--- config.mk ---
export PLATFORM = sky130hd
export DESIGN_NAME = hkvt_hash
export DESIGN_NICKNAME = d
export VERILOG_FILES = /design/src/rtl/core/hkvt_pkg.sv /design/src/rtl/core/hkvt_hash.sv
export SDC_FILE = /design/constraint.sdc
export NUM_CORES = 2
export LEC_CHECK = 0
export ABC_AREA = 1
export BUFFER_PORTS_ARGS = -buffer_cell sky130_fd_sc_hd__buf_2
export CAP_MARGIN = 10
export CELL_PAD_IN_SITES_DETAIL_PLACEMENT = 0
export CELL_PAD_IN_SITES_GLOBAL_PLACEMENT = 1
export CORE_ASPECT_RATIO = 0.5
export CORE_UTILIZATION = 39
export CTS_CLUSTER_SIZE = 28
export DETAILED_ROUTE_END_ITERATION = 10
export GPL_TIMING_DRIVEN = 0
export HOLD_SLACK_MARGIN = 0.08
export PLACE_DENSITY_LB_ADDON = 0.1
export SLEW_MARGIN = 20
export SYNTH_ARGS = -nofsm -noshare
export SYNTH_HDL_FRONTEND = slang
export SYNTH_SLANG_ARGS = --single-unit
--- constraint.sdc ---
create_clock -name clk -period 27.7 [get_ports clk]
set_input_delay 2.77 -clock clk [delete_from_list [all_inputs] [get_ports clk]]
set_output_delay 2.77 -clock clk [all_outputs]
set_load 0.01 [all_outputs]
--- src/rtl/core/hkvt_pkg.sv ---
// ----------------------------------------------------------------------------
// hkvt_pkg
// types and constants shared by the hashed key-value table
// ----------------------------------------------------------------------------
`default_nettype none
package hkvt_pkg;
  localparam logic [63:0] MIX_MUL_A = 64'hff51afd7ed558ccd;
  localparam logic [63:0] MIX_MUL_B = 64'hc4ceb9fe1a85ec53;
  localparam int unsigned MIX_SHIFT = 33;

  typedef enum logic [1:0] {
    MODE_INSERT = 2'd0,
    MODE_LOOKUP = 2'd1,
    MODE_REMOVE = 2'd2,
    MODE_NONE   = 2'd3
  } mode_t;

  typedef enum logic [1:0] {
    ST_OK      = 2'd0,
    ST_MISSING = 2'd1,
    ST_FULL    = 2'd2,
    ST_UNUSED  = 2'd3
  } status_t;

  typedef struct packed {
    logic [1:0]  mode;
    logic [63:0] key;
    logic [63:0] value;
  } req_t;

  typedef struct packed {
    logic [1:0]  status;
    logic [63:0] result_value;
  } rsp_t;
endpackage
`default_nettype wire

--- src/rtl/core/hkvt_hash.sv ---
// ----------------------------------------------------------------------------
// hkvt_hash
// murmur3 fmix64 over 32x32 partial products, then bucket reduction by
// restoring shift-subtract, one quotient bit per cycle
// ----------------------------------------------------------------------------
`default_nettype none
module hkvt_hash #(
  parameter int BUCKETS = 256
) (
  input  wire logic        clk,
  input  wire logic        rst_n,
  input  wire logic        start,
  input  wire logic [63:0] key,
  input  wire logic [16:0] modulus,
  output logic             done,
  output logic [$clog2(BUCKETS+1)-1:0] bucket
);
  import hkvt_pkg::*;
  localparam int MW = $clog2(BUCKETS+1);

  typedef enum logic [5:0] {
    H_IDLE = 6'b000001, H_M1 = 6'b000010, H_X1 = 6'b000100,
    H_M2 = 6'b001000, H_X2 = 6'b010000, H_DIV = 6'b100000
  } hstate_t;

  hstate_t     state_r, state_nxt;
  logic [63:0] v_r, v_nxt;
  logic [63:0] mul_c;
  logic [1:0]  part_r, part_nxt;
  logic [63:0] acc_r, acc_nxt;
  logic [63:0] mcand;
  logic [63:0] pp;
  logic [5:0]  bit_r, bit_nxt;
  logic [MW:0] rem_r, rem_nxt;
  logic [MW:0] sh;
  logic        done_nxt;

  // three 32x32 products, low 64 bits kept
  always_comb begin
    mcand = v_r;
    mul_c = (state_r == H_M1) ? MIX_MUL_A : MIX_MUL_B;
    case (part_r)
      2'd0: pp = 64'(mcand[31:0]) * 64'(mul_c[31:0]);
      2'd1: pp = {32'(mcand[31:0] * mul_c[63:32]), 32'd0};
      2'd2: pp = {32'(mcand[63:32] * mul_c[31:0]), 32'd0};
      default: pp = '0;
    endcase
  end

  always_comb begin
    state_nxt = state_r;
    v_nxt = v_r;
    part_nxt = part_r;
    acc_nxt = acc_r;
    bit_nxt = bit_r;
    rem_nxt = rem_r;
    done_nxt = 1'b0;
    sh = {rem_r[MW-1:0], v_r[bit_r]};
    case (state_r)
      H_IDLE: if (start) begin
        v_nxt = key ^ (key >> MIX_SHIFT);
        state_nxt = H_M1;
        part_nxt = 2'd0;
        acc_nxt = '0;
      end
      H_M1, H_M2: begin
        acc_nxt = acc_r + pp;
        if (part_r == 2'd2) begin
          v_nxt = acc_r + pp;
          state_nxt = (state_r == H_M1) ? H_X1 : H_X2;
        end
        part_nxt = part_r + 2'd1;
      end
      H_X1: begin
        v_nxt = v_r ^ (v_r >> MIX_SHIFT);
        part_nxt = 2'd0;
        acc_nxt = '0;
        state_nxt = H_M2;
      end
      H_X2: begin
        v_nxt = v_r ^ (v_r >> MIX_SHIFT);
        bit_nxt = 6'd63;
        rem_nxt = '0;
        state_nxt = H_DIV;
      end
      H_DIV: begin
        rem_nxt = (sh >= (MW+1)'(modulus)) ? sh - (MW+1)'(modulus) : sh;
        bit_nxt = bit_r - 6'd1;
        if (bit_r == 6'd0) begin
          state_nxt = H_IDLE;
          done_nxt = 1'b1;
        end
      end
      default: state_nxt = H_IDLE;
    endcase
  end

  always_ff @(posedge clk) begin
    if (!rst_n) begin
      state_r <= H_IDLE;
      done <= 1'b0;
    end else begin
      state_r <= state_nxt;
      done <= done_nxt;
    end
    v_r <= v_nxt;
    part_r <= part_nxt;
    acc_r <= acc_nxt;
    bit_r <= bit_nxt;
    rem_r <= rem_nxt;
  end

  assign bucket = rem_r[MW-1:0];
endmodule
`default_nettype wire

==> impl_metrics.yaml <==
cells_and_area:
  final_design_area_no_fill_mm2: 0.0659
  fin_nets: 9455
  syn_to_final_growth_pct: 7.80
  fin_cells: 9352
  drive_above_1_share_pct: 4.53
place:
  portBuffers: 86
  post-dp-hpwl_mm: 248
  post_dp_cell_area_mm2: 0.0652
  dpl.cell_count: 9314
  place_congestion: 1.00
floorplan:
  ios: 94
  dieArea_mm2: 0.158
  die_x_um: 562
  row_count: 102
  start_util_pct: 39.4
  die_h_um: 282
  core_mm2: 0.155
sta:
  hold_ws_ps: 521
  period_minus_slack_ps: 14460
  slew-limit-headroom_pct: 8.68
  fin_skew_ps: 10.9
  fin_tns_setup_ps: 0
  fmax_mhz: 69.1
  slew_viol_final: 0
  worst_pin_slew_ps: 1360
  setup_violations: 0
  timing_hold_violations_final: 0
  period_share_pct: 52.2
  rsz0062_at_grt: "no"
detailed_routing:
  wl_mm: 279
  drc: 0
  vias_per_cell: 5.39
  routedWlPerCell_um: 29.9
  drtIter0Drc: 4644
  postRouteAntennaNets: 0
  drtPass1Iterations: 6
  via_count: 50400
clock_tree:
  ctsResizeCount: 0
  postCtsHoldBufs: 0
  post_cts_buffers: 0
  cts-buffers-inserted: 17
  clock-sinks: 152
  clockBufferDepth: 2
  root_buffer: "clkbuf_16"
  cts_tree: "done"
  clkTransAtPathRegs_ps: 70
  h-tree-depth: 4
  worst_skew_pair.late_latency_ps: 490
worst_setup_path:
  crit_path_end_kind: "register"
  arrival_ps: 14660
  path_delay_family: "adder cells"
  critPathBufInv: 10
  cp.required_ps: 27890
  crit_path_top_delay_cell: "nor2_1"
  r2r_cells: 43
  slowest_delay_ps: 1040
  critPathMaxFanout: 10
  crit_cells: 43
  critPathKind: "reg -> reg"
  cp-start-kind: "register"
logic_synthesis:
  async_flop_share_pct: 0
  ys.warnings.count: 0
  synth_area_leaders: "fa_1, ha_1, inv_1, edfxtp_1, nand2_1"
  netlist_area_mm2: 0.0611
  synth_edf_count: 145
  ys_seq_area_share_pct: 7.36
  synth.most_common_cell: "inv_1"
  synth.distinct_cells: 65
  synthFlopType: "edfxtp_1"
  synth-seq-cells: 152
  synthTopCellsByCount: "inv_1, fa_1, ha_1"
  yosysTopAreaCell: "fa_1"
  synthCells: 7078
  avgSynthCellArea_um2: 8.63
  synth.top_cell.area_share_pct: 38.9
flow_run:
  maxCapViolations: 0
global_routing:
  grt-ovfl-total: 0
  antenna_found_initial: 20
  first_global_vias: 52800
  grt_pass1_wl_mm: 394
  grt.total_usage_pct: 36.0
  grt_max_degree: 23
min_path:
  hold_path_class: "reg -> reg"
  min_path_cells: 2
outcome:
  status: "complete, no violations"
-- state kept, by name (all words and copies together), names as in the netlist --
signal	count
part_r	2
acc_r	64
state_r	6
done	1
mcand	64
bit_r	6
rem_r	9
-- cell usage in the layout, fill, tap and decap left out, types with 19 or more instances in the layout --
| cell type | n |
|---|---|
| inv_1 | 2021 |
| fa_1 | 1187 |
| ha_1 | 929 |
| nand2_1 | 775 |
| a21oi_1 | 412 |
| nor2_1 | 404 |
| o21ai_0 | 303 |
| nand3_1 | 147 |
| edfxtp_1 | 145 |
| clkbuf_1 | 115 |
| buf_2 | 91 |
| a31oi_1 | 79 |
| xor2_1 | 61 |
| or2_2 | 55 |
| xnor2_1 | 54 |
| a21o_1 | 37 |
| nor2_2 | 34 |
| buf_8 | 31 |
| nand3b_1 | 30 |
| nor3_1 | 25 |
| o211ai_1 | 22 |
| o21a_1 | 20 |
| nand4_1 | 19 |
-- metrics by stage --
stage	util [%]	setup slack, ps
after floorplan	-	18210
after global placement	41.4	12060
after detailed placement	42.0	13600
after CTS	42.4	13530
after global routing	42.4	12940
final	42.4	13240
-- worst register-to-register path, delay by kind of cell (launching register included) --
kind / cells / cell delay [ps]
XOR/XNOR: 1 / 290
flip-flops: 1 / 410
buffers and inverters: 10 / 2390
AO/OA/AOI/OAI: 10 / 2840
AND/OR/NAND/NOR: 12 / 3890
adder cells (fa/ha/maj): 10 / 4330
-- routing by layer --
metal	GRT usage [%]	routed length (µm)	share of wire (%)
met5	0	69	0.025
met1	51.2	127000	45
met4	10.1	8820	3.2
met2	53.8	117000	42
met3	9.33	27100	9.7
-- worst paths after layout --
check	end	slack (ps)	startpoint
setup / recovery	mcand[49]	13240	state_r[1]
setup reg to reg	mcand[49]	13240	state_r[1]
hold / removal	state_r[3]	520	state_r[3]
hold reg to reg	state_r[3]	520	state_r[3]
-- cells by family (layout without fill, tap and decap cells) --
logic type / after synthesis / in the layout / share of synthesized area (%)
and+or+nand+nor: 1543 / 1543 / 10.7
adders and majority gates: 2116 / 2116 / 57.9
buffers and inverters: 2178 / 2353 / 13.4
DFF: 152 / 152 / 7.36
xor gates and xnor gates: 115 / 115 / 1.65
other: 2 / 21 / 0.0123
AOI/OAI and AO/OA: 972 / 972 / 8.91
-- cell type report --
type | instances | area (µm²)
clock inverter | 11 | 125
inverter | 2044 | 7670
clock buffer | 21 | 450
sequential | 152 | 4490
tap | 2080 | 2600
fill | 15900 | 89300
antenna | 4 | 10.0
multi-input combinational | 4763 | 48600
timing repair buffer | 143 | 1380
buffer | 134 | 553
Power is left out: the tool's default activity adds up to more than one toggle a clock period on the data nets, which glitch-free logic cannot reach.
